## config.mk

```make
export PLATFORM = sky130hd
export DESIGN_NAME = pcc_cell
export DESIGN_NICKNAME = d
export VERILOG_FILES = /design/src/rtl/pcc_pkg.sv /design/src/rtl/pcc_cell.sv
export SDC_FILE = /design/constraint.sdc
export NUM_CORES = 1
export LEC_CHECK = 0
export ABC_AREA = 0
export BUFFER_PORTS_ARGS = -buffer_cell sky130_fd_sc_hd__buf_4
export CAP_MARGIN = 20
export CORE_AREA = 4 4 111 113
export CTS_CLUSTER_DIAMETER = 50
export DETAILED_ROUTE_END_ITERATION = 12
export DIE_AREA = 0 0 115 117
export HOLD_SLACK_MARGIN = 0.06
export MAX_ROUTING_LAYER = met4
export PLACE_DENSITY = 0.69
export SLEW_MARGIN = 5
export SYNTH_ARGS = -nofsm -noshare
export SYNTH_HDL_FRONTEND = slang
export SYNTH_SLANG_ARGS = --single-unit
```

## constraint.sdc

```tcl
create_clock -name clk -period 2 [get_ports clk]
set_input_delay 0.1 -clock clk [delete_from_list [all_inputs] [get_ports clk]]
set_output_delay 0.1 -clock clk [all_outputs]
set_load 0.1 [all_outputs]
```

## src/rtl/pcc_pkg.sv

```systemverilog
// Shared types and codes for the polygon convexity classifier.
// Used by pcc_cell, pcc_geom and the top level; depends on nothing.
`default_nettype none
package pcc_pkg;

  // Default sizes
  localparam int DEF_MAX_VERTICES = 32;
  localparam int DEF_COORD_BITS   = 24;

  // Register interface
  localparam int TOL_BITS  = 51;
  localparam int REG_BITS  = 2;
  localparam logic [REG_BITS-1:0] REG_TOL    = 2'd0;
  localparam logic [REG_BITS-1:0] REG_REJECT = 2'd1;
  localparam logic [REG_BITS-1:0] REG_SPLIT  = 2'd2;

  // Result codes
  localparam logic       KIND_INDEX = 1'b0;
  localparam logic       KIND_FINAL = 1'b1;
  localparam logic [1:0] CLS_CONVEX = 2'd0;
  localparam logic [1:0] CLS_SINGLE = 2'd1;
  localparam logic [1:0] CLS_CONCAVE = 2'd2;
  localparam logic [1:0] ST_OK       = 2'd0;
  localparam logic [1:0] ST_SPLIT    = 2'd1;
  localparam logic [1:0] ST_COLLIN   = 2'd2;
  localparam logic [1:0] ST_COUNT    = 2'd3;

  // Projection planes: X drops x (uses y,z), Y uses z,x, Z uses x,y
  localparam logic [1:0] PL_X = 2'd0;
  localparam logic [1:0] PL_Y = 2'd1;
  localparam logic [1:0] PL_Z = 2'd2;

  // Per-cell control
  typedef struct packed {
    logic load;
    logic shift;
    logic wrap;
  } cell_ctrl_t;

endpackage
`default_nettype wire

```

## src/rtl/pcc_cell.sv

```systemverilog
// One vertex cell of the storage ring.
// Depends on pcc_pkg for the cell control struct.
`default_nettype none
module pcc_cell #(
  parameter int W = 24
) (
  input  wire logic                clk,
  input  wire pcc_pkg::cell_ctrl_t ctrl,
  input  wire logic [3*W-1:0]      load_data,
  input  wire logic [3*W-1:0]      next_data,
  input  wire logic [3*W-1:0]      head_data,
  output logic      [3*W-1:0]      data
);
  import pcc_pkg::*;

  // Load a new vertex, or take the neighbour's vertex as the ring turns
  always_ff @(posedge clk) begin
    if (ctrl.load) begin
      data <= load_data;
    end else if (ctrl.shift) begin
      data <= ctrl.wrap ? head_data : next_data;
    end
  end

endmodule
`default_nettype wire

```

== After elaboration in Yosys (flattened, before gate mapping) ==
Index checks and enable logic that the tools add are counted.
Widths: inputs -> output; s select.

* Register bits: 72
* Input port bits: 220
* Output and inout port bits: 72

* Mux-type cells: 3
* Reduce and logical (&&, ||, !) cells: 1

{| class="wikitable"
|+ Operator list
! kind !! count
|-
| $mux 72 || 3
|-
| $reduce_bool 2->1 || 1
|}

== Depth between registers and ports, before layout ==
Gate-level depths: netlist of run 1.

* Depth after elaboration: 3
* Mapped depth: 5

== Least setup slack after synthesis of run 1 ==
Ideal clock, no wire load.

* Path type: input to register
* From: input ctrl[2] (netlist bit)
* To: register data[0], enable pin
* Data arrival time: 1.296 ns
* Required time: 1.601 ns
* Slack: 0.305 ns
* Cell stages on the path: 3
* Path through: buf_4 -> buf_4 -> or2_2

* Word-level cells in the longest chain between the ends: 1

{| class="wikitable"
|+ RTL lines
! element !! line !! RTL
|-
| from (decl) || pcc_cell.sv:8 || <nowiki>input wire pcc_pkg::cell_ctrl_t ctrl,</nowiki>
|-
| $reduce_bool 2->1 (no source line) || n/a ||
|-
| to (signal assigned) || pcc_cell.sv:19 || <nowiki>data <= load_data;</nowiki>
|-
| to (signal assigned) || pcc_cell.sv:21 || <nowiki>data <= ctrl.wrap ? head_data : next_data;</nowiki>
|-
| to (decl) || pcc_cell.sv:12 || <nowiki>output logic [3*W-1:0] data</nowiki>
|}

No other way between the ends.
A chain may end at the register's enable or synchronous reset.

== Worst setup path after layout of run 1 ==
* From: input ctrl[2] (netlist bit)
* To: register data[33], enable pin

Same word-level chain as after synthesis.

==> flow_summary.yaml, run 1 <==
run_status:
  status: "completed"
min_path:
  min_from: "load_data[13]"
  hold_class: "input pin to register"
finish:
  num_antenna_cells: 0
  final_net_count: 823
  drive_gt1_share_pct: 50.1
  final_util_pct: 55.5
  largest_register_ffs: 72
  top_regs: "data (72)"
  regMostFlops: "data"
  area.growth.synth_to_final_pct: 69.0
cts:
  ctsResizeCount: 0
  path_clk_slew_ps: 50
  cts_buffer_depth: 2
  cts_tree: "built"
  cts_buffers: 9
  h-tree-depth: 3
  root_buffer: "clkbuf_16"
  ctsHoldBuffers: 9
  cts_num_sinks: 72
  cts_setup_buffers: 0
drt:
  ant_nets: 0
  avgRoutedWirePerCell_microns: 15.3
  wirelength_microns: 11500
  viasPerCell: 4.57
  vias: 3424
  dr.pass1.iters: 4
  drt_iter0_drc: 132
  remaining_drc_errors: 0
setup_path:
  crit_chain: "buf_4, or2_4"
  worstPathArrival_ps: 1030
  critical_path_peak_fanout: 72
  crit_buf_inv: 1
  start_kind: "input pin"
  cp_slowest_cell: "or2_4"
  endpoint_kind: "register"
  max_stage_delay_ps: 730
  cp_data_required_time_ps: 1930
  critPathTopFamily: "simple AND/OR/NAND/NOR gates"
  critPathLaunch: "ctrl[2]"
  crit_type: "input pin to register"
power:
  peakVddDrop_mv: 0.467
  leakagePower_uw: 0.00301
  power.density_nw_per_um2: 876
grt:
  grtUsageMet3_pct: 3.86
  busiest_layer: "met2"
  grt_overflow: 0
  gr-usage-met1_pct: 17.9
  grt.total_usage_pct: 16.6
  grt_first_pass_wirelength_microns: 16700
  antenna_found_initial: 0
  grt_pass1_vias: 3433
  use_met2_pct: 29.7
  grt_max_degree: 145
sta:
  hold_viol_final: 0
  setup_violations: 0
  rsz0062_at_grt: "no"
  max_slew_margin_pct: 33.1
  worstMarginPinSlew_ps: 1000
  finalSetupTns_ps: 0
  fin_crit_ps: 1090
  timing.final.crit_share_pct: 54.6
  fmax_mhz: 916
  drv_slew: 0
logic_synthesis:
  synth_top_cell_by_area: "edfxtp_1"
  syn_nets: 533
  ys_top_cells_by_count: "edfxtp_1, mux2i_1, nand2_1"
  synth_top_family_by_area: "multiplexers"
  synth_cell_type_count: 12
  synth_mux_area_share_pct: 19.4
  synthAdderAreaFrac_pct: 0
  synth-warning-count: 0
  synthSimpleGateAreaFrac_pct: 7.44
  ys_top_cells_by_area: "edfxtp_1, mux2i_1, o21ai_1"
  syn_area_per_cell_sq_um: 11.9
  yosys_register_bits: 72
  synth_compound_area_share_pct: 9.69
  synth_xor_area_share_pct: 0
  synth_edf_count: 72
  ys_seq_area_share_pct: 58.2
  synth_top_area_share_pct: 58.2
  ys_async_sr_fraction_pct: 0
  synth_area_sq_um: 3720
  netlist_instances: 313
  synth_ff_type: "edfxtp_1"
floorplan:
  dieArea_sq_um: 13500
  num_rows: 39
  start_util_pct: 32.8
  die_x_microns: 115
  core_area_sq_um: 11300
  ios: 292
  die_h_microns: 117
place:
  gp_congestion: 0.817
  dp_hpwl_microns: 9020
  io_buffers: 291
job:
  cap_violations: 0
through the flow:
step | setup slack, ps | std cells | cell area (sq um) | hold slack, ps | power (uW)
after detailed placement | 574 | 726 | 5950 | 391 | 4190
after CTS | 911 | 750 | 6280 | 60.5 | 5570
final | 908 | 750 | 6280 | 72.4 | 5510
after floorplan | 305 | 313 | 3720 | 291 | 3530
after global routing | 857 | 750 | 6280 | 73.7 | 5720
after global placement | 589 | 726 | 5950 | 385 | 4170
where the power goes:
| group | internal [uW] | switching, uW |
|---|---|---|
| logic | 619 | 1610 |
| clock network | 825 | 526 |
| registers | 1870 | 51.2 |
| total | 3320 | 2190 |
area by class of cell:
cell class | instances | area [sq um]
sequential | 72 | 2160
timing repair buffer | 303 | 2330
clock buffer | 13 | 240
multi-input combinational | 217 | 1360
tap | 143 | 179
clock inverter | 2 | 7.51
fill | 992 | 5040
cells by family after synthesis:
| family | after synthesis |
|---|---|
| buf+inv | 24 |
| compound gates | 72 |
| simple gates | 73 |
| flops | 72 |
| mux | 72 |
per-layer routing:
metal  vias to the layer above  wire, microns
li1                       1722              -
met1                      1510           4020
met2                       174           6180
met3                        18           1060
met4                         0            235
met5                         -              0
worst paths after layout:
path / to / slack (ps) / depth (start not counted)
worst max-delay path: data[33]$_DFFE_PP_ / 910 / 2
worst min-delay path: data[13]$_DFFE_PP_ / 70 / 3
placed cells by master, fill, tap and decap left out, drive strengths merged:
master,count
buf,294
clkbuf,13
clkinv,2
dlygate4sd3,9
edfxtp,72
mux2i,72
nand2,72
o21ai,72
or2,1
No activity file was read; power rests on OpenSTA's default activity.
==> run 2: changes to the inputs <==
- CORE_AREA: 4 4 111 113 -> 4 4 110 112
- DIE_AREA: 0 0 115 117 -> 0 0 114 116
- PLACE_DENSITY: 0.69 -> 0.72
- clock period: 2 -> 1 ns (I/O delays scaled with it)
==> flow_summary.yaml, run 2 (synthesis results as in run 1) <==
power:
  leakagePower_uw: 0.00343
  power_frac_seq_pct: 33.8
  sw_frac_of_total_pct: 39.3
  power.density_nw_per_um2: 1590
  p_total_uw: 11600
  comb_power_share_pct: 42.8
  peakVddDrop_mv: 1.11
  netSwitchingPower_uw: 4560
  p_int_uw: 7030
  pwr-share-clk_pct: 23.4
finish:
  top_regs: "data (72)"
  largest_register_ffs: 72
  postLayoutCellArea_sq_um: 7310
  regMostFlops: "data"
  area.growth.synth_to_final_pct: 96.5
  drive_gt1_share_pct: 46.6
  final_util_pct: 65.1
  final_cell_mix: "buf_4, mux2i_1, nand2_1, edfxtp_1"
  final_net_count: 897
  layout_commonest_cell: "buf_4"
place:
  dp_hpwl_microns: 9680
  gp_congestion: 0.816
  place_area_sq_um: 6120
  pre_cts_slack_ps: -101
  io_buffers: 291
floorplan:
  num_rows: 39
  ios: 292
  die_x_microns: 114
  dieArea_sq_um: 13200
  start_util_pct: 33.1
  core_area_sq_um: 11200
  die_h_microns: 116
run_status:
  status: "complete, but fails checks"
  violations: "negative setup slack"
sta:
  worstMarginPinSlew_ps: 342
  fin_hold_ws_ps: 71.8
  timing.final.crit_share_pct: 100
  fin_crit_ps: 1000
  fmax_mhz: 998
  rsz0062_at_grt: "yes"
  worst_slack_ps: -1.63
  drv_slew: 0
  hold_viol_final: 0
  max_slew_margin_pct: 77.2
  setup_violations: 1
cts:
  root_buffer: "clkbuf_16"
  cts_buffers: 9
  cts_num_sinks: 72
  cts_setup_buffers: 0
  cts_tree: "built"
  h-tree-depth: 3
  path_clk_slew_ps: 60
  cts_buffer_depth: 2
grt:
  grt_overflow: 0
  grt_first_pass_wirelength_microns: 19300
  grt_pass1_vias: 3852
  grt_max_degree: 59
  antenna_found_initial: 0
  grt.total_usage_pct: 19.4
setup_path:
  worstPathArrival_ps: 950
  cp_slowest_cell: "edfxtp_1"
  endpoint_kind: "output port"
  crit_type: "register to output port"
  crit_buf_inv: 1
  cp_data_required_time_ps: 950
  critPathTopFamily: "flip-flops"
  start_kind: "register"
  crit_chain: "buf_6"
  critical_path_peak_fanout: 1
  max_stage_delay_ps: 420
drt:
  ant_nets: 0
  vias: 3803
  drt_iter0_drc: 108
  wirelength_microns: 13400
  dr.pass1.iters: 4
  viasPerCell: 4.62
  avgRoutedWirePerCell_microns: 16.3
  remaining_drc_errors: 0
min_path:
  hold_class: "input pin to register"
  whs_endpoint: "data[30]$_DFFE_PP_"
  holdPathStages: 3
  min_from: "head_data[30]"
job:
  cap_violations: 0
## run 2: changes by cell type in the layout (fill, tap and decap cells not counted)
cell           before  now
buf_6               0   62
dlygate4sd3_1       9   70
buf_8               0    1
clkinv_1            2    3
buf_12              3    9
buf_4             291  235
clkbuf_1            4    2
diode_2             0    1
## run 2: power groups by stage
stage                     logic [uW]  clock network, uW  registers (uW)
after floorplan                  580                  0            6480
after global placement          4510                  0            3900
after detailed placement        4550                  0            3910
after CTS                       4870               2760            3890
after global routing            5140               2900            3950
final                           4970               2710            3920
## run 2: worst max path at each step
stage / start / endpoint / slack (ps) / cells after the start
floorplan: ctrl[2] / data[0]$_DFFE_PP_ / -230 / 3
global placement: ctrl[0] / data[26]$_DFFE_PP_ / -70 / 4
detailed placement: ctrl[0] / data[26]$_DFFE_PP_ / -100 / 4
CTS: data[55]$_DFFE_PP_ / data[55] / -20 / 1
global route: data[1]$_DFFE_PP_ / data[1] / -20 / 1
finish: data[55]$_DFFE_PP_ / data[55] / -2 / 1
## run 2: layout make-up
class	count	area (sq um)
Clock inverter	3	11.3
Antenna cell	1	2.50
Timing Repair Buffer	377	3360
Sequential cell	72	2160
Fill cell	840	3920
Clock buffer	11	233
Tap cell	143	179
Multi-Input combinational cell	217	1360
## run 2: repair_timing
action	CTS	global route
hold buffers	70	0
endpoints found under the setup margin	31	40
endpoints found under the hold margin	68	0
resized for setup	31	33
## run 2: through the flow
step / setup TNS, ps / instances
after CTS: -27.2 / 823
after global routing: -90.3 / 823
after floorplan: -16330 / 313
final: -1.63 / 824
after detailed placement: -2840 / 739
after global placement: -1280 / 739
## run 2: routing by layer
metal,GRT usage (%),wire length [microns],share of wire [%]
met4,8.31,440,3.3
met5,-,0,0
met3,4.91,1150,8.6
met1,19.8,4610,34
met2,35.4,7230,54
==> run 3: changes to the inputs <==
- CELL_PAD_IN_SITES_DETAIL_PLACEMENT: default -> 1
- CELL_PAD_IN_SITES_GLOBAL_PLACEMENT: default -> 1
- CORE_AREA: 4 4 110 112 -> default
- CORE_MARGIN: default -> 4
- CORE_UTILIZATION: default -> 25
- DIE_AREA: 0 0 114 116 -> default
- PLACE_DENSITY: 0.72 -> 0.76
- SLEW_MARGIN: 5 -> default
==> flow_summary.yaml, run 3 (synthesis results as in run 1) <==
finish:
  largest_register_ffs: 72
  drive_gt1_share_pct: 44.4
  regMostFlops: "data"
  layout_commonest_cell: "buf_4"
  final_net_count: 924
  area.growth.synth_to_final_pct: 107
  top_regs: "data (72)"
  fillers: 1535
  final_cell_mix: "buf_4, dlygate4sd3_1, mux2i_1, nand2_1, edfxtp_1"
  stdcell_count: 896
floorplan:
  num_rows: 44
  ios: 292
  start_util_pct: 25.6
  die_x_microns: 130
  die_h_microns: 130
  dieArea_sq_um: 16900
  core_area_sq_um: 14500
setup_path:
  worstPathArrival_ps: 970
  crit_buf_inv: 1
  max_stage_delay_ps: 430
  endpoint_kind: "output port"
  cp_data_required_time_ps: 950
  critPathTopFamily: "flip-flops"
  crit_type: "register to output port"
  cp_slowest_cell: "edfxtp_1"
  start_kind: "register"
  critical_path_peak_fanout: 1
  crit_chain: "buf_6"
place:
  placedCellCount: 776
  pre_cts_slack_ps: -127
  io_buffers: 291
  dp_hpwl_microns: 11000
  gp_congestion: 0.814
power:
  p_total_uw: 11900
  comb_power_share_pct: 43.4
  power.density_nw_per_um2: 1550
  power_frac_seq_pct: 33.0
  sw_frac_of_total_pct: 40.0
  p_int_uw: 7140
  peakVddDrop_mv: 0.656
  pwr-share-clk_pct: 23.6
  leakagePower_uw: 0.00357
  netSwitchingPower_uw: 4750
grt:
  grt.total_usage_pct: 19.4
  grtUsageMet3_pct: 3.11
  busiest_layer: "met2"
  gr-usage-met1_pct: 18.1
  grt_first_pass_wirelength_microns: 24000
  antenna_found_initial: 1
  grt_max_degree: 55
  grt_overflow: 0
  grt_pass1_vias: 4730
  use_met2_pct: 38.3
sta:
  fin_crit_ps: 1020
  worstMarginPinSlew_ps: 289
  max_slew_margin_pct: 80.7
  hold_viol_final: 0
  worst_slack_ps: -23.4
  timing.final.crit_share_pct: 102
  rsz0062_at_grt: "yes"
  fin_hold_ws_ps: 76.3
  setup_violations: 3
  fmax_mhz: 977
  drv_slew: 0
run_status:
  violations: "negative setup slack"
  status: "complete, but fails checks"
min_path:
  hold_class: "input pin to register"
cts:
  path_clk_slew_ps: 50
  root_buffer: "clkbuf_16"
  cts_buffer_depth: 2
  cts_buffers: 9
  cts_num_sinks: 72
  cts_tree: "built"
  h-tree-depth: 3
drt:
  viasPerCell: 4.55
  vias: 4079
  drt_iter0_drc: 190
  avgRoutedWirePerCell_microns: 18.7
  remaining_drc_errors: 0
  ant_nets: 0
  dr.pass1.iters: 6
  wirelength_microns: 16800
job:
  cap_violations: 0
## run 3: changes by cell type in the layout (fill, tap and decap cells not counted), sizes merged
cell / previous run / this run
clkinv: 3 / 7
buf: 307 / 303
dlygate4sd3: 70 / 101
clkbuf: 11 / 9
diode: 1 / 3
## run 3: power by group through the flow
| stage | Clock, uW | Sequential [uW] | Combinational (uW) |
|---|---|---|---|
| after floorplan | 0 | 6480 | 580 |
| after global placement | 0 | 3890 | 4520 |
| after detailed placement | 0 | 3910 | 4580 |
| after CTS | 2910 | 3920 | 5120 |
| after global routing | 3020 | 3960 | 5330 |
| final | 2810 | 3920 | 5150 |
## run 3: final timing paths
path                          start                 end  slack [ps]  cells past startpoint
setup / recovery  data[0]$_DFFE_PP_             data[0]         -20                      1
hold / removal        head_data[54]  data[54]$_DFFE_PP_          80                      3
## run 3: final cells by class
type | instances | area [sq um] | area share (%)
multi-input cells | 217 | 1360 | 17.7
clock buffers | 9 | 225 | 2.93
well taps | 184 | 230 | 2.99
diodes | 3 | 7.51 | 0.0976
clock inverters | 7 | 28.8 | 0.374
repair buffers | 404 | 3680 | 47.8
flip-flops and latches | 72 | 2160 | 28.1
## run 3: routing by layer
metal / vias up / wire length [microns]
met2: 180 / 9560
met4: 0 / 523
met1: 1928 / 5670
met3: 35 / 1010
met5: - / 0
li1: 1936 / -
## run 3: through the flow
step	utilization, %	instance area [sq um]	setup TNS, ps
final	52.9	7690	-31.6
after global routing	52.9	7680	-326
after CTS	52.8	7670	-114
after detailed placement	42.2	6140	-1930
after global placement	42.2	6140	-192
after floorplan	-	3730	-16330
## run 3: tightest hold or removal path, cell delays in order
cell and delay [ps]:
buf_4 80, mux2i_1 50, o21ai_1 110
## run 3: what timing repair did
| action | CTS | global route |
|---|---|---|
| endpoints found under the setup margin | 72 | 28 |
| gates resized for setup | 72 | 2 |
| setup buffers | 0 | 0 |
| gates cloned | 0 | 0 |
| hold endpoints to repair | 72 | 0 |
| hold buffers | 101 | 0 |
